File: src/bcc_pkg.sv
// Shared types, constants and functions for the CRC-32 / Hamming block check.
// Used by every module under src but bcc_store; depends on nothing else.
`default_nettype none

package bcc_pkg;

   localparam int MAX_BLOCK_BYTES_DEFAULT = 4096;

   localparam int LEN_W     = 13;
   localparam int CRC_W     = 32;
   localparam int ECC_W     = 16;
   localparam int FIXBIT_W  = 15;
   localparam int POS_W     = 17;
   localparam int REQ_DATA_W = 56;
   localparam int RSP_DATA_W = 72;

   localparam logic [LEN_W-1:0] BLOCK_BYTES_RESET = 13'd4096;
   localparam logic [CRC_W-1:0] CRC_SEED = 32'hFFFF_FFFF;
   localparam logic [CRC_W-1:0] CRC_POLY = 32'hEDB8_8320;

   localparam logic OP_COMPUTE  = 1'b0;
   localparam logic OP_VALIDATE = 1'b1;

   localparam logic [1:0] STATUS_OK            = 2'd0;
   localparam logic [1:0] STATUS_CORRECTED     = 2'd1;
   localparam logic [1:0] STATUS_UNCORRECTABLE = 2'd2;

   typedef struct packed {
      logic seed;
      logic advance;
   } bcc_crc_ctl_type;

   typedef struct packed {
      logic clear;
      logic advance;
   } bcc_par_ctl_type;

   // One byte of the reflected CRC-32.
   function automatic logic [CRC_W-1:0] crc_byte(input logic [CRC_W-1:0] crc_old,
                                                 input logic [7:0] data);
      logic [CRC_W-1:0] c;
      c = crc_old ^ {24'd0, data};
      for (int k = 0; k < 8; k++) begin
         c = (c >> 1) ^ (c[0] ? CRC_POLY : '0);
      end
      return c;
   endfunction

   // Hamming code position of a data bit, given the bit index plus one.
   // The thresholds 2^p - p never decrease, so the number of parity slots
   // skipped is the number of thresholds at or below the index.
   function automatic logic [POS_W-1:0] code_position(input logic [POS_W-1:0] dp1);
      logic [4:0]  k;
      logic [17:0] thr;
      k = '0;
      for (int p = 0; p < 17; p++) begin
         thr = (18'd1 << p) - 18'(p);
         if ({1'b0, dp1} >= thr) begin
            k = k + 5'd1;
         end
      end
      return dp1 + POS_W'(k);
   endfunction

   function automatic logic [3:0] floor_log2(input logic [ECC_W-1:0] v);
      logic [3:0] r;
      r = '0;
      for (int i = 0; i < ECC_W; i++) begin
         if (v[i]) begin
            r = 4'(i);
         end
      end
      return r;
   endfunction

endpackage

`default_nettype wire

File: src/bcc_crc_unit.sv
// Shared CRC-32 byte unit with its running register.
// Depends on bcc_pkg for the polynomial, the seed and the control struct.
`default_nettype none

module bcc_crc_unit
   import bcc_pkg::*;
(
   input  wire logic             clock,
   input  wire logic             reset,
   input  wire bcc_crc_ctl_type  ctl,
   input  wire logic [7:0]       data,
   output logic      [CRC_W-1:0] crc
);

   logic [CRC_W-1:0] crc_ff;
   logic [CRC_W-1:0] crc_in;

   always_comb begin
      crc_in = crc_ff;
      if (ctl.seed) begin
         crc_in = CRC_SEED;
      end else if (ctl.advance) begin
         crc_in = crc_byte(crc_ff, data);
      end
   end

   always_ff @(posedge clock) begin
      if (reset) begin
         crc_ff <= CRC_SEED;
      end else begin
         crc_ff <= crc_in;
      end
   end

   assign crc = crc_ff;

endmodule

`default_nettype wire

File: config.mk
export PLATFORM = sky130hd
export DESIGN_NAME = bcc_crc_unit
export DESIGN_NICKNAME = d
export VERILOG_FILES = /design/src/bcc_pkg.sv /design/src/bcc_crc_unit.sv
export SDC_FILE = /design/constraint.sdc
export NUM_CORES = 1
export LEC_CHECK = 0
export BUFFER_PORTS_ARGS = -buffer_cell sky130_fd_sc_hd__clkbuf_2
export CAP_MARGIN = 20
export CORE_ASPECT_RATIO = 1.5
export CORE_UTILIZATION = 55
export CTS_BUF_LIST = sky130_fd_sc_hd__clkbuf_8
export CTS_CLUSTER_DIAMETER = 150
export DETAILED_ROUTE_END_ITERATION = 7
export GPL_ROUTABILITY_DRIVEN = 0
export GPL_TIMING_DRIVEN = 0
export PLACE_DENSITY = 0.8
export SLEW_MARGIN = 5
export SYNTH_ARGS = -nofsm -noshare
export SYNTH_HDL_FRONTEND = slang
export SYNTH_SLANG_ARGS = --single-unit
File: constraint.sdc
create_clock -name clock -period 2.6 [get_ports clock]
set_clock_uncertainty 0.2 [all_clocks]
set_input_delay 0.13 -clock clock [delete_from_list [all_inputs] [get_ports clock]]
set_output_delay 0.13 -clock clock [all_outputs]
set_load 0.01 [all_outputs]
# Word-level counts from Yosys, hierarchy flattened
# Cells that the tools add are included.
# word_totals
regBits	32
input_bits	12
out_inout_bits	32
elab_cells	19
# classes
reduce_logical	1
n_mux	8
bitwise_logic	9
# op_table
operator	n
two-way mux 32 bit	8
XOR 31 x 32 -> 32 bit	8
XOR 32 x 8 -> 32 bit	1
OR reduction 2 bit	1

# Logic depth before layout (Yosys ltp)
# logic_depth
ltp_word	17
mapped_depth	5
ltp_nobuf	4

# Worst setup path before layout
# Ideal clock, no wire load.
# synth_timing
kind	reg-to-reg
from	reg crc_ff[2] (netlist: crc[2])
to	reg crc_ff[19] (netlist: crc[19])
path_buffers	0
slack_ns	0.656
stages_incl_launch_ff	5
t_arrival_ns	1.617
synth_period_minus_slack_ns	1.944
setup_ns	0.127
required_time_ns	2.273
path_cell_list	dfxtp_1 -> xnor2_4 -> xnor3_1 -> xnor3_1 -> o21ai_1
# synth_via
elab_chain_cells	10
# synth_rtl
element	line	text
start, declared	bcc_crc_unit.sv:15	logic [CRC_W-1:0] crc_ff;
start signal, assigned	bcc_crc_unit.sv:31	crc_ff <= crc_in;
XOR 32 x 8 -> 32 bit	bcc_pkg.sv:42	c = crc_old ^ {24'd0, data};
XOR 31 x 32 -> 32 bit (2 in series)	bcc_pkg.sv:44	c = (c >> 1) ^ (c[0] ? CRC_POLY : '0);
two-way mux 32 bit	bcc_pkg.sv:44	
XOR 31 x 32 -> 32 bit (6 in series)	bcc_pkg.sv:44	
# Every way passes these cells.
# A chain may end at the register's enable or synchronous reset.

# Final worst setup path
# Ends and elaborated chain as after synthesis.

==> metrics.md <==
| Metric | Value |
|---|---|
| Final WS setup | 0.490 ns |
| # IOs | 44 |
| Synth Cell Area | 2070 um2 |
| Fin crit share | 0.811 |
| Achievable frequency | 474 MHz |
| Slew HR | 0.611 |
| Min-delay src | ctl[0] |
| Tot GR Track Use | 0.252 |
| Async set-reset flop share out of synthesis | 0 |
| Commonest non-fill, non-tap cells in the layout | clkbuf_2, dfxtp_1, xnor2_1 |
| Worst hold stages | 3 |
| Vias per cell | around 5.5 |
| HP Class | in2reg |
| Number of global-route vias before repair | 1535 |
| Fin nets | 244 |
| Hold Path End | crc[0] |
| Min Tclk post-route | 2.11 ns |
| Grt ovf | 0 |
| Syn avg cell area | 11.6 um2 |
| Sequential-to-total area share from yosys stat | 0.310 |
| Wire length on met2 | 2340 um |
| Setup_tns | 0 ns |
| Clock root buffer | clkbuf_8 |
| Slowest cell on crit path | xnor3_1 |
| # DRC | 0 |
| Cell mode on critical path | xnor3_1 |
| R2R depth | 4 |
| Max-slew violation count | 0 |
| First-pass GRT wire length | 7420 um |
| CTS tree | done |
| Critical Path Source Type | flip-flop |
| M1 WL | 1810 um |
| Slew @ Worst Pin | 0.580 ns |
| Dpl hpwl | between 3000 and 4000 um |
| Max FFs per register | 32 |
| Starting density of the core | 0.589 |
| Critical path origin | crc[2] |
| #FFs+latches synth | 32 |
| TritonCTS Buffers | 5 |
| # clock sinks | 32 |
| Kind of critical path | reg2reg |
| Largest net degree at the start of global routing | 11 |
| Mapped Cells | about 180 |
| Status | finished, final reports clean |
| Routed WL | 4480 um |
| Vias | 1520 |
| Clock Path Buffers | 2 |
| # fillers | 280 |
| Tot Pwr | 1.73 mW |
| Met3 Routed Length | 194 um |
| Die X | 52.1 um |
| Die height | 77.1 um |
| Layout cells sized above 1 | 0.276 |
| Die area | approximately 4000 um2 |
| WP buf/inv | 0 |
| Endpoint type of the worst setup path | flip-flop |
| Count of input and output buffers | 43 |
| Row count | 26 |
| Diode count | 0 |
| Worst EP required | around 2.6 ns |
| CTS clk-pin slew, worst paths | 0.07 ns |
| Syn-to-layout area delta | 19.1% |
| First drt pass iteration count | 4 |
| Clk Latency, worst-skew pair | 0.28 ns |
| DR top layer | met4 |
| Critical Path AT | 2.07 ns |
| Core footprint | 3510 um2 |
| Worst path cell trace | xnor2_4 > xnor3_1 > xnor3_1 > o21ai_1 |
| Most common cell after layout, fill and taps aside | clkbuf_2 |
| Syn nets | approximately 190 |
| Max incr delay on CP | 0.52 ns |
| Area share of the largest cell type after synthesis | 0.310 |
| Post-route ant nets | 0 |
| Number of flops mapped to enable cells by yosys | 0 |
| Synth area leaders | dfxtp_1, xnor3_1, xnor2_4 |
| Max-Cap Viols | 0 |
| R2r endpoint | crc[19] |
| Hold Fails Final Rpt | 0 |
| Worst path depth | 4 |
| RSZ-0062 raised after global routing | false |
| Worst path top cell family by delay | XOR/XNOR gates |
| Post-cts resize count | 0 |
| Cell taking the most area after synthesis | dfxtp_1 |
| Initial antenna violation count | 0 |
| Worst R2R Setup Slack | around 0.49 ns |
| Pwr Density | 704 nW/um2 |
| Initial drt markers | 56 |
| CTS H-Tree Depth | 2 |
| Worst vdd ir | around 0.50 mV |
| Warnings, synthesis | 0 |
| Unique cell type count in the Yosys netlist | 24 |
| CP max FO | 9 |
| Setup violators final | 0 |
| Static Leak | 1.10 nW |
| Ys flop type | dfxtp_1 |
| WL per Instance | 16.3 um |
| Post-Place Worst Slack | 0.504 ns |
| Reg-to-reg startpoint | crc[2] |
cells by family after synthesis:
logic type             share of synthesized area
buffers and inverters                     0.0181
AND/OR/NAND/NOR                           0.0653
flip-flops                                 0.310
XOR/XNOR                                   0.487
AO/OA/AOI/OAI                              0.120
report_power, final:
part	switching (mW)	internal [mW]
Clock	0.182	0.236
Combinational	0.316	0.423
Sequential	0.0454	0.532
Total	0.543	1.19
worst max path at each step:
stage / to
finish: crc[19]
global route: crc[19]
CTS: crc[19]
detailed placement: crc[19]
floorplan: crc[19]
global placement: crc[19]
cells in the mapped netlist, types with 3 or more instances:
cell      instances
nand2_1          11
xnor2_1          25
xnor2_2           3
xor3_1            3
nor2_1           12
xnor2_4           9
a21oi_1          14
o211ai_1         11
xor2_1            9
o21ai_1           5
nor3_1            6
xnor3_1          14
clkbuf_1          8
dfxtp_1          32
o21ai_0           8
worst register-to-register path, cell delays in order, from the launching register on:
cell	delay, ns
dfxtp_1	0.38
xnor2_4	0.43
xnor3_1	0.53
xnor3_1	0.39
o21ai_1	0.06
cell type report:
| cell class | instances | area, um2 | area share |
|---|---|---|---|
| well taps | 42 | 52.6 | 0.0213 |
| flip-flops and latches | 32 | 641 | 0.260 |
| repair buffers | 46 | 245 | 0.0996 |
| multi-input cells | 137 | 1390 | 0.565 |
| clock buffers | 7 | 96.3 | 0.0391 |
| plain buffers | 9 | 33.8 | 0.0137 |
| inverters | 1 | 3.75 | 0.00152 |
timing repair:
item / 4_1_cts / 5_1_grt
hold endpoints to repair: 5 / 0
hold buffers: 3 / 0
setup buffers: 0 / 0
metrics by stage:
step	area, um2	cells	hold WS [ns]	utilization
final	2460	274	0.0286	0.701
after global routing	2460	274	0.0406	0.701
after CTS	2460	274	0.0212	0.701
after detailed placement	2340	264	0.285	0.665
after global placement	2340	264	0.266	0.665
after floorplan	2070	179	0.0825	-
routing by layer:
metal / GRT usage / up-vias
met5: 0 / -
met4: 0.138 / 0
met3: 0.0496 / 11
met2: 0.419 / 56
met1: 0.290 / 733
li1: - / 720
Power figures use the tool's default switching activity.
