**config.mk**
```make
export PLATFORM = sky130hd
export DESIGN_NAME = bcc_parity
export DESIGN_NICKNAME = d
export VERILOG_FILES = /design/src/bcc_pkg.sv /design/src/bcc_parity.sv
export SDC_FILE = /design/constraint.sdc
export NUM_CORES = 1
export LEC_CHECK = 0
export ABC_AREA = 1
export BUFFER_PORTS_ARGS = -buffer_cell sky130_fd_sc_hd__buf_2
export CORE_MARGIN = 4
export CORE_UTILIZATION = 40
export DETAILED_ROUTE_END_ITERATION = 8
export PLACE_DENSITY = 0.64
export SYNTH_ARGS = -nofsm -noshare
export SYNTH_HDL_FRONTEND = slang
export SYNTH_SLANG_ARGS = --single-unit
```
**constraint.sdc**
```tcl
create_clock -name clock -period 11.05 [get_ports clock]
set_input_delay 1.6575 -clock clock [delete_from_list [all_inputs] [get_ports clock]]
set_output_delay 1.6575 -clock clock [all_outputs]
set_load 0.05 [all_outputs]
```
**src/bcc_pkg.sv**
```systemverilog
// Shared types, constants and functions for the CRC-32 / Hamming block check.
// Used by every module under src but bcc_store; depends on nothing else.
`default_nettype none

package bcc_pkg;

   localparam int MAX_BLOCK_BYTES_DEFAULT = 4096;

   localparam int LEN_W     = 13;
   localparam int CRC_W     = 32;
   localparam int ECC_W     = 16;
   localparam int FIXBIT_W  = 15;
   localparam int POS_W     = 17;
   localparam int REQ_DATA_W = 56;
   localparam int RSP_DATA_W = 72;

   localparam logic [LEN_W-1:0] BLOCK_BYTES_RESET = 13'd4096;
   localparam logic [CRC_W-1:0] CRC_SEED = 32'hFFFF_FFFF;
   localparam logic [CRC_W-1:0] CRC_POLY = 32'hEDB8_8320;

   localparam logic OP_COMPUTE  = 1'b0;
   localparam logic OP_VALIDATE = 1'b1;

   localparam logic [1:0] STATUS_OK            = 2'd0;
   localparam logic [1:0] STATUS_CORRECTED     = 2'd1;
   localparam logic [1:0] STATUS_UNCORRECTABLE = 2'd2;

   typedef struct packed {
      logic seed;
      logic advance;
   } bcc_crc_ctl_type;

   typedef struct packed {
      logic clear;
      logic advance;
   } bcc_par_ctl_type;

   // One byte of the reflected CRC-32.
   function automatic logic [CRC_W-1:0] crc_byte(input logic [CRC_W-1:0] crc_old,
                                                 input logic [7:0] data);
      logic [CRC_W-1:0] c;
      c = crc_old ^ {24'd0, data};
      for (int k = 0; k < 8; k++) begin
         c = (c >> 1) ^ (c[0] ? CRC_POLY : '0);
      end
      return c;
   endfunction

   // Hamming code position of a data bit, given the bit index plus one.
   // The thresholds 2^p - p never decrease, so the number of parity slots
   // skipped is the number of thresholds at or below the index.
   function automatic logic [POS_W-1:0] code_position(input logic [POS_W-1:0] dp1);
      logic [4:0]  k;
      logic [17:0] thr;
      k = '0;
      for (int p = 0; p < 17; p++) begin
         thr = (18'd1 << p) - 18'(p);
         if ({1'b0, dp1} >= thr) begin
            k = k + 5'd1;
         end
      end
      return dp1 + POS_W'(k);
   endfunction

   function automatic logic [3:0] floor_log2(input logic [ECC_W-1:0] v);
      logic [3:0] r;
      r = '0;
      for (int i = 0; i < ECC_W; i++) begin
         if (v[i]) begin
            r = 4'(i);
         end
      end
      return r;
   endfunction

endpackage

`default_nettype wire

```
**src/bcc_parity.sv**
```systemverilog
// Hamming parity accumulator: XORs in the code position of every set bit of a byte.
// Depends on bcc_pkg for code_position and the control struct.
`default_nettype none

module bcc_parity
   import bcc_pkg::*;
#(
   parameter int IDX_W = 12
) (
   input  wire logic             clock,
   input  wire logic             reset,
   input  wire bcc_par_ctl_type  ctl,
   input  wire logic [IDX_W-1:0] idx,
   input  wire logic [7:0]       data,
   output logic      [ECC_W-1:0] parity
);

   logic [ECC_W-1:0] parity_ff;
   logic [ECC_W-1:0] parity_in;
   logic [ECC_W-1:0] term;

   always_comb begin
      logic [POS_W-1:0] dp1;
      logic [POS_W-1:0] pos;
      term = '0;
      for (int k = 0; k < 8; k++) begin
         dp1 = POS_W'({idx, 3'(k)}) + POS_W'(1);
         pos = code_position(dp1);
         if (data[k]) begin
            term = term ^ pos[ECC_W-1:0];
         end
      end
   end

   always_comb begin
      parity_in = parity_ff;
      if (ctl.clear) begin
         parity_in = '0;
      end else if (ctl.advance) begin
         parity_in = parity_ff ^ term;
      end
   end

   always_ff @(posedge clock) begin
      if (reset) begin
         parity_ff <= '0;
      end else begin
         parity_ff <= parity_in;
      end
   end

   assign parity = parity_ff;

endmodule

`default_nettype wire

```
# [After elaboration in Yosys (flattened, before gate mapping)]
# Cells that the tools add are included.
[classes] n_addsub=144 multipliers=0 div_mod_pow=0 n_lt_le_gt_ge=128 eq_ne=0 shifts=0 n_mux=144 bitwise_logic=8 n_reduce_logical=1
[op_table] cell="adder 5 x 1 -> 5 bit (second input constant)" count=128
[op_table] cell="2-to-1 mux 5 bit" count=128
[op_table] cell="adder 15 x 1 -> 16 bit (second input constant)" count=8
[op_table] cell="adder 16 x 5 -> 16 bit" count=8
[op_table] cell="greater-or-equal comparator 16 x 1 -> 1 bit (second input constant)" count=8
[op_table] cell="greater-or-equal comparator 16 x 10 -> 1 bit (second input constant)" count=8
[op_table] cell="greater-or-equal comparator 16 x 11 -> 1 bit (second input constant)" count=8
[op_table] cell="greater-or-equal comparator 16 x 12 -> 1 bit (second input constant)" count=8
[op_table] cell="greater-or-equal comparator 16 x 13 -> 1 bit (second input constant)" count=8
[op_table] cell="greater-or-equal comparator 16 x 14 -> 1 bit (second input constant)" count=8
[op_table] cell="greater-or-equal comparator 16 x 15 -> 1 bit (second input constant)" count=8
[op_table] cell="greater-or-equal comparator 16 bit (second input constant)" count=8
[op_table] cell="greater-or-equal comparator 16 x 2 -> 1 bit (second input constant)" count=8
[op_table] cell="greater-or-equal comparator 16 x 3 -> 1 bit (second input constant)" count=8
[op_table] cell="greater-or-equal comparator 16 x 4 -> 1 bit (second input constant)" count=8
[op_table] cell="greater-or-equal comparator 16 x 5 -> 1 bit (second input constant)" count=8
[op_table] cell="greater-or-equal comparator 16 x 6 -> 1 bit (second input constant)" count=8
[op_table] cell="greater-or-equal comparator 16 x 7 -> 1 bit (second input constant)" count=8
[op_table] cell="greater-or-equal comparator 16 x 8 -> 1 bit (second input constant)" count=8
[op_table] cell="greater-or-equal comparator 16 x 9 -> 1 bit (second input constant)" count=8
[op_table] cell="2-to-1 mux 16 bit" count=8
[op_table] cell="bitwise XOR 16 bit" count=8
[op_table] cell="2-to-1 mux 1 bit" count=8
[op_table] cell="OR reduction 2 bit" count=1
[word_totals] regBits=16 latch_bits=0 mem_bits_rw=0 romBits=0 input_bits=24 output_inout_bits=16 mem_count=0

# [Logic depth before layout (Yosys ltp)]
# Gate-level depths: netlist of run 1.
[logic_depth] word_depth=52 depth_mapped=80 mapped_depth_nobuf=79

# [Worst setup path after synthesis of run 1]
# OpenSTA, ideal clock, no wires.
[synth_timing] path_type="input -> register" from="in idx[8]" to="reg parity_ff[7], in the netlist parity[7]" t_arrival_ns=10.630 required_time_ns=10.937 setup_slack_ns=0.307 stages=63 path_buffers=2 path_cell_list="buf_4 nor2_1 nand2_2 nor2_8 nand2_2 buf_6 inv_1 fa_1 inv_1 nand2_1 nand2_1 inv_2 ha_1 or2_2 o21ai_0 inv_1 ha_1 or2_2 [27 not listed] xnor2_1 ha_1 inv_1 o31ai_1 nand2_1 nor2_1 inv_1 nor2_1 nor2_1 o21ai_0 xor2_1 xor2_1 xor2_1 inv_1 nand2_1 nand3_1 nor2_1 nor2_1"
[synth_between] elab_chain_len=52 elab_cells_between_ends=424 cone_classes="add/sub (144); order compare (128); mux (144); bitwise (8)"
[synth_lines] element="from (decl)" line_no="bcc_parity.sv:13" text="input wire logic [IDX_W-1:0] idx,"
[synth_lines] element="adder 15 x 1 -> 16 bit" line_no="bcc_parity.sv:27" text="dp1 = POS_W'({idx, 3'(k)}) + POS_W'(1);"
[synth_lines] element="greater-or-equal comparator 16 x 1 -> 1 bit" line_no="bcc_pkg.sv:58" text="if ({1'b0, dp1} >= thr) begin"
[synth_lines] element="2-to-1 mux 1 bit" line_no="bcc_pkg.sv:58"
[synth_lines] element="adder 5 x 1 -> 5 bit" line_no="bcc_pkg.sv:59" text="k = k + 5'd1;"
[synth_lines] element="2-to-1 mux 5 bit" line_no="bcc_pkg.sv:58"
[synth_lines] element="adder 5 x 1 -> 5 bit" line_no="bcc_pkg.sv:59"
[synth_lines] element="2-to-1 mux 5 bit" line_no="bcc_pkg.sv:58"
[synth_lines] element="adder 5 x 1 -> 5 bit" line_no="bcc_pkg.sv:59"
[synth_lines] element="[36 not listed]"
[synth_lines] element="2-to-1 mux 16 bit" line_no="bcc_parity.sv:29" text="if (data[k]) begin"
[synth_lines] element="bitwise XOR 16 bit" line_no="bcc_parity.sv:30" text="term = term ^ pos[ECC_W-1:0];"
[synth_lines] element="2-to-1 mux 16 bit" line_no="bcc_parity.sv:29"
[synth_lines] element="bitwise XOR 16 bit" line_no="bcc_parity.sv:30"
[synth_lines] element="2-to-1 mux 16 bit" line_no="bcc_parity.sv:29"
[synth_lines] element="bitwise XOR 16 bit" line_no="bcc_parity.sv:30"
[synth_lines] element="2-to-1 mux 16 bit (*)" line_no="bcc_parity.sv:29"
[synth_lines] element="bitwise XOR 16 bit (*)" line_no="bcc_parity.sv:40" text="parity_in = parity_ff ^ term;"
[synth_lines] element="to (signal assigned)" line_no="bcc_parity.sv:48" text="parity_ff <= parity_in;"
[synth_lines] element="to (decl)" line_no="bcc_parity.sv:18" text="logic [ECC_W-1:0] parity_ff;"
# Every way passes the cells marked *; elsewhere a longest branch is shown, timed or not.
# A chain may end at the register's enable or synchronous reset.

# [Worst setup path after layout of run 1]
[layout_timing] from="in idx[7]" to="reg parity_ff[7], in the netlist parity[7]"
# The elaborated chain is that of the path after synthesis.

==> results.sh, run 1 <==
export IMPL_ir_drop_mv=0.131
export IMPL_placed_cells=3322
export IMPL_fp_coreArea_um2=35600
export IMPL_slowest_delay_ps=490
export IMPL_htreeDepth=1
export IMPL_place_congestion=0.981
export IMPL_pre_cts_ws_ps=-204
export IMPL_critical_path_cell_count=64
export IMPL_area_growth_pct=17.8
export IMPL_power_frac_comb=0.907
export IMPL_cts_path_max_buffers=2
export IMPL_worst_slack_ps=471
export IMPL_period_share=0.957
export IMPL_p_seq_frac=0.044
export IMPL_synth_flop_cell="dfxtp_1"
export IMPL_power_density_nw_per_um2=93.9
export IMPL_synth_seq_cells=16
export IMPL_status="complete, no violations"
export IMPL_sw_frac_of_total=0.582
export IMPL_dr_pass1_iters=6
export IMPL_critPathBufInv=13
export IMPL_critPathKind="in -> reg"
export IMPL_critPathLaunchType="primary input"
export IMPL_synth_edf_count=0
export IMPL_setup_tns_ps=0
export IMPL_die_x_um=198
export IMPL_multi_input_area_um2=12500
export IMPL_start_util=0.405
export IMPL_syn_area_per_cell_um2=5.31
export IMPL_cp_required_ps=11230
export IMPL_cap_violations=0
export IMPL_dieArea_um2=39100
export IMPL_cpMostUsedCell="ha_1"
export IMPL_path_max_fanout=3
export IMPL_power_internal_uw=666
export IMPL_postPlaceCellArea_um2=16000
export IMPL_seqCellArea_um2=320
export IMPL_grt_pass1_vias=15927
export IMPL_clkSinkCount=16
export IMPL_design_area_um2=17000
export IMPL_switchingPower_uw=927
export IMPL_largest_register_ff_count=16
export IMPL_drive_above_1_share=0.221
export IMPL_first_iter_violations=1018
export IMPL_final_cells=3356
export IMPL_synth_cells=2713
export IMPL_ctsHoldBuffers=0
export IMPL_setup_viol=0
export IMPL_vias_per_cell=5.12
export IMPL_worst_pin_slew_ps=1070
export IMPL_skew_ps=0
export IMPL_layout_filler_cells=3844
export IMPL_reg2regPathDepth=8
export IMPL_path_clk_slew_ps=50
export IMPL_drcViolationCount=0
export IMPL_cts_root_buf="clkbuf_16"
export IMPL_arrival_ps=10760
export IMPL_startpoint="idx[7]"
export IMPL_wirelength_um=48600
export IMPL_overflow=0
export IMPL_vias=17178
export IMPL_drv_slew=0
export IMPL_cp_end_kind="flop"
export IMPL_slowest_stage="fa_2"
export IMPL_num_nets_final=3042
export IMPL_grt_max_degree=32
export IMPL_hpwlAfterDp_um=41100
export IMPL_slew_limit_headroom=0.284
export IMPL_io_pins=40
export IMPL_cp_top_family="simple AND/OR/NAND/NOR gates"
export IMPL_p_leak_nw=9.29
export IMPL_clkLatencyLatePin_ps=240
export IMPL_yosys_cell_types_count=63
export IMPL_rsz0062_at_grt="true"
export IMPL_portBuffers=39
export IMPL_ys_async_sr_fraction=0
export IMPL_p_clk_frac=0.049
export IMPL_reg2reg_to="parity[1]"
export IMPL_antenna_found_initial=0
export IMPL_endpoint="parity[7]"
export IMPL_final_antenna_net_count=0
export IMPL_worstHoldPathType="reg -> reg"
export IMPL_finalHoldViolations=0
export IMPL_synth_warnings=0
export IMPL_cts_tree="done"
export IMPL_grt_usage=0.239
export IMPL_whs_ps=499
export IMPL_die_h_um=198
export IMPL_cts_inserted_buffers=3
export IMPL_avgRoutedWirePerCell_um=14.5
export IMPL_syn_area_um2=14400
export IMPL_r2r_slack_ps=9680
export IMPL_min_period_ps=10580
export IMPL_rows=69
export IMPL_grt_pass1_wl_um=77300
export IMPL_r2r_start="parity[1]"
export IMPL_seq_area_frac_synth=0.0222
export IMPL_max_freq_mhz=94.5
## power groups by stage
stage	clock, mW	sequential (mW)	combinational [mW]
2_1_floorplan	0	0.0962	0.905
4_1_cts	0.0795	0.0701	1.35
6_report	0.0778	0.0699	1.45
5_1_grt	0.0817	0.0709	1.61
3_3_place_gp	0	0.0709	1.32
3_5_place_dp	0	0.0712	1.35
## metrics by stage
step	power, mW	utilization
CTS	1.50	0.453
global route	1.77	0.477
global placement	1.39	0.450
floorplan	1.00	-
finish	1.59	0.477
detailed placement	1.42	0.450
## placed cells by master (no fill, tap or decap), types with 52 or more instances in the layout
master and count:
nand2_2 144, nand4_1 79, xor2_1 88, inv_2 59, inv_1 410, a21oi_1 52
nand2_1 745, buf_4 171, ha_1 111, nand3_1 269, nor2_1 261, xnor2_1 58
## logic make-up after synthesis
| family | count (synthesis) | share of synthesized area |
|---|---|---|
| XOR/XNOR | 153 | 0.0940 |
| AO/OA/AOI/OAI | 162 | 0.0644 |
| buffers and inverters | 533 | 0.151 |
| other | 2 | 0.000521 |
| adder cells (fa/ha/maj) | 123 | 0.110 |
| flip-flops | 16 | 0.0222 |
| AND/OR/NAND/NOR | 1724 | 0.558 |
## final cells by class
type / instances / area share
Antenna cell: 1 / 0.000147
Clock buffer: 4 / 0.00523
Inverter: 483 / 0.108
Multi-Input combinational cell: 2169 / 0.735
Sequential cell: 16 / 0.0189
Tap cell: 461 / 0.0340
Timing Repair Buffer: 222 / 0.0992
## timing repair
action / 4_1_cts / 5_1_grt
resized for setup: 0 / 193
setup endpoints to repair: 0 / 15
buffers inserted: 0 / 29
## worst reg2reg max path: stages (launching register included)
cell and delay [ps]:
dfxtp_1 330, xor2_1 170, or2_2 310, nand2_1 70, nand2_1 70, nand4_1 90, nand2_1 50, o21ai_1 130
inv_1 50
## worst min-delay path by stage
stage,start,to,slack (ps),depth (start not counted)
detailed placement,parity[2],parity[2],490,2
CTS,parity[10],parity[10],500,2
global route,parity[12],parity[12],540,2
global placement,parity[2],parity[2],480,2
floorplan,parity[12],parity[12],710,2
finish,parity[2],parity[2],500,2
## synth_stat cells, types with 5 or more instances
| library cell | instances | area share |
|---|---|---|
| buf_4 | 11 | 0.0057 |
| o21ai_0 | 39 | 0.014 |
| nand3_1 | 279 | 0.097 |
| fa_1 | 6 | 0.0083 |
| clkbuf_1 | 10 | 0.0026 |
| dfxtp_1 | 16 | 0.022 |
| or2_2 | 38 | 0.016 |
| nor3_1 | 39 | 0.014 |
| nand4_1 | 79 | 0.034 |
| nand3b_1 | 13 | 0.0068 |
| buf_2 | 12 | 0.0042 |
| nand2_4 | 9 | 0.0070 |
| nand2_2 | 104 | 0.045 |
| or2_1 | 12 | 0.0052 |
| o21ai_1 | 28 | 0.0097 |
| a21oi_1 | 57 | 0.020 |
| buf_6 | 12 | 0.0094 |
| nor2_4 | 14 | 0.011 |
| clkinv_1 | 5 | 0.0013 |
| xnor2_1 | 60 | 0.036 |
| nor2_1 | 280 | 0.073 |
| nand2_1 | 794 | 0.21 |
| o21ai_2 | 10 | 0.0061 |
| ha_1 | 117 | 0.10 |
| inv_1 | 419 | 0.11 |
| nand3_2 | 34 | 0.024 |
| nor2_2 | 10 | 0.0043 |
| xor2_1 | 91 | 0.055 |
| inv_2 | 51 | 0.013 |
## per-layer routing
layer | track usage | routed length, um | vias up | part of all wire
met3 | 0.0211 | 2960 | 76 | 0.061
met4 | 0.0773 | 1970 | 0 | 0.040
met5 | 0 | 0 | - | 0
met1 | 0.314 | 21600 | 7823 | 0.44
met2 | 0.412 | 22100 | 419 | 0.45
li1 | - | - | 8860 | -
No activity file was read; power rests on OpenSTA's default activity.
==> run 2: changes to the inputs <==
- PLACE_DENSITY: 0.64 -> 0.62
- SETUP_SLACK_MARGIN: unset -> 0.2
- clock period: 11.05 -> 13.5 ns (I/O delays scaled with it)
==> results.sh, run 2 (synthesis gave the netlist of run 1 again) <==
export IMPL_status="complete, no violations"
export IMPL_path_clk_slew_ps=50
export IMPL_power_frac_comb=0.891
export IMPL_hold_start="parity[4]"
export IMPL_min_period_ps=12320
export IMPL_r2r_start="parity[1]"
export IMPL_worstHoldPathType="reg -> reg"
export IMPL_critPathKind="in -> reg"
export IMPL_die_h_um=198
export IMPL_p_clk_frac=0.059
export IMPL_period_share=0.913
export IMPL_cts_root_buf="clkbuf_16"
export IMPL_skew_ps=0
export IMPL_clkLatencyLatePin_ps=250
export IMPL_cpMostUsedCell="nand2_1"
export IMPL_cap_violations=0
export IMPL_clkSinkCount=16
export IMPL_arrival_ps=12480
export IMPL_area_growth_pct=4.25
export IMPL_grt_pass1_wl_um=75700
export IMPL_power_internal_uw=425
export IMPL_cp_end_kind="flop"
export IMPL_dr_pass1_iters=5
export IMPL_die_x_um=198
export IMPL_ir_drop_mv=0.0997
export IMPL_max_freq_mhz=81.1
export IMPL_first_iter_violations=1106
export IMPL_worst_slack_ps=1180
export IMPL_r2r_slack_ps=12100
export IMPL_setup_tns_ps=0
export IMPL_cts_path_max_buffers=2
export IMPL_diodes=0
export IMPL_slew_limit_headroom=0.241
export IMPL_drive_above_1_share=0.127
export IMPL_vias_per_cell=5.11
export IMPL_fp_coreArea_um2=35600
export IMPL_final_antenna_net_count=0
export IMPL_hold_depth=2
export IMPL_vias=16275
export IMPL_worst_pin_slew_ps=1130
export IMPL_portBuffers=39
export IMPL_wirelength_um=46800
export IMPL_p_leak_nw=8.30
export IMPL_cts_tree="done"
export IMPL_critPathLaunchType="primary input"
export IMPL_rows=69
export IMPL_hpwlAfterDp_um=40300
export IMPL_start_util=0.405
export IMPL_setup_viol=0
export IMPL_grt_pass1_vias=15252
export IMPL_num_nets_final=2869
export IMPL_reg2reg_to="parity[1]"
export IMPL_hold_end="parity[4]"
export IMPL_slowest_delay_ps=690
export IMPL_sw_frac_of_total=0.624
export IMPL_grt_usage=0.236
export IMPL_place_congestion=0.989
export IMPL_path_max_fanout=13
export IMPL_layout_filler_cells=3931
export IMPL_drcViolationCount=0
export IMPL_largest_register_ff_count=16
export IMPL_grt_max_degree=32
export IMPL_overflow=0
export IMPL_rsz0062_at_grt="false"
export IMPL_p_seq_frac=0.050
export IMPL_reg2regPathDepth=8
export IMPL_cts_inserted_buffers=3
export IMPL_power_density_nw_per_um2=75.3
export IMPL_drv_slew=0
export IMPL_switchingPower_uw=707
export IMPL_slowest_stage="o31ai_1"
export IMPL_layout_commonest_cell="nand2_1"
export IMPL_antenna_found_initial=0
export IMPL_io_pins=40
export IMPL_finalHoldViolations=0
export IMPL_layout_common_cells="nand2_1, inv_1, nor2_1"
export IMPL_htreeDepth=1
export IMPL_cp_required_ps=13650
export IMPL_pre_cts_ws_ps=793
export IMPL_avgRoutedWirePerCell_um=14.7
export IMPL_dieArea_um2=39100
-- run 2: worst max-delay path: cells and delay by family --
family	cells	cell delay, ps
AOI/OAI and AO/OA	3	930
buffers and inverters	13	1350
adders and majority gates	11	3240
and+or+nand+nor	31	4170
xor gates and xnor gates	4	730
-- run 2: final cells by class --
class / count / area, um^2 / area share
Multi-Input combinational cell: 2169 / 11900 / 0.795
Clock buffer: 4 / 88.8 / 0.00591
Inverter: 483 / 1830 / 0.122
Sequential cell: 16 / 320 / 0.0213
Tap cell: 461 / 577 / 0.0384
Timing Repair Buffer: 49 / 270 / 0.0180
-- run 2: power groups by stage --
stage	Sequential (mW)	Clock, mW	Combinational [mW]
floorplan	0.0788	0	0.741
global route	0.0578	0.0695	1.14
global placement	0.0581	0	0.981
finish	0.0571	0.0665	1.01
CTS	0.0573	0.0687	1.00
detailed placement	0.0582	0	0.998
-- run 2: how the worst max path moves through the flow --
| stage | from | to | depth (start not counted) |
|---|---|---|---|
| after floorplan | idx[8] | parity[7] | 63 |
| after global placement | idx[9] | parity[7] | 63 |
| after detailed placement | idx[2] | parity[14] | 74 |
| after CTS | idx[2] | parity[14] | 74 |
| after global routing | idx[2] | parity[12] | 73 |
| final | idx[9] | parity[7] | 62 |
-- run 2: per-stage QoR --
step / area (um^2) / hold slack (ps) / cells / util / power [mW]
finish: 15000 / 506 / 3182 / 0.422 / 1.13
global route: 15000 / 528 / 3182 / 0.422 / 1.27
CTS: 15000 / 507 / 3182 / 0.422 / 1.13
detailed placement: 14900 / 497 / 3178 / 0.420 / 1.06
global placement: 14900 / 484 / 3178 / 0.420 / 1.04
floorplan: 14400 / 710 / 2718 / - / 0.819
-- run 2: metal layers --
layer	wire length (um)	track usage
met5	0	0
met4	1390	0.0699
met3	2360	0.0211
met2	21500	0.411
met1	21600	0.309
-- run 2: what timing repair did --
item,CTS,global route
setup buffers,0,0
hold buffers,0,0
setup endpoints to repair,0,1
resized for setup,0,1
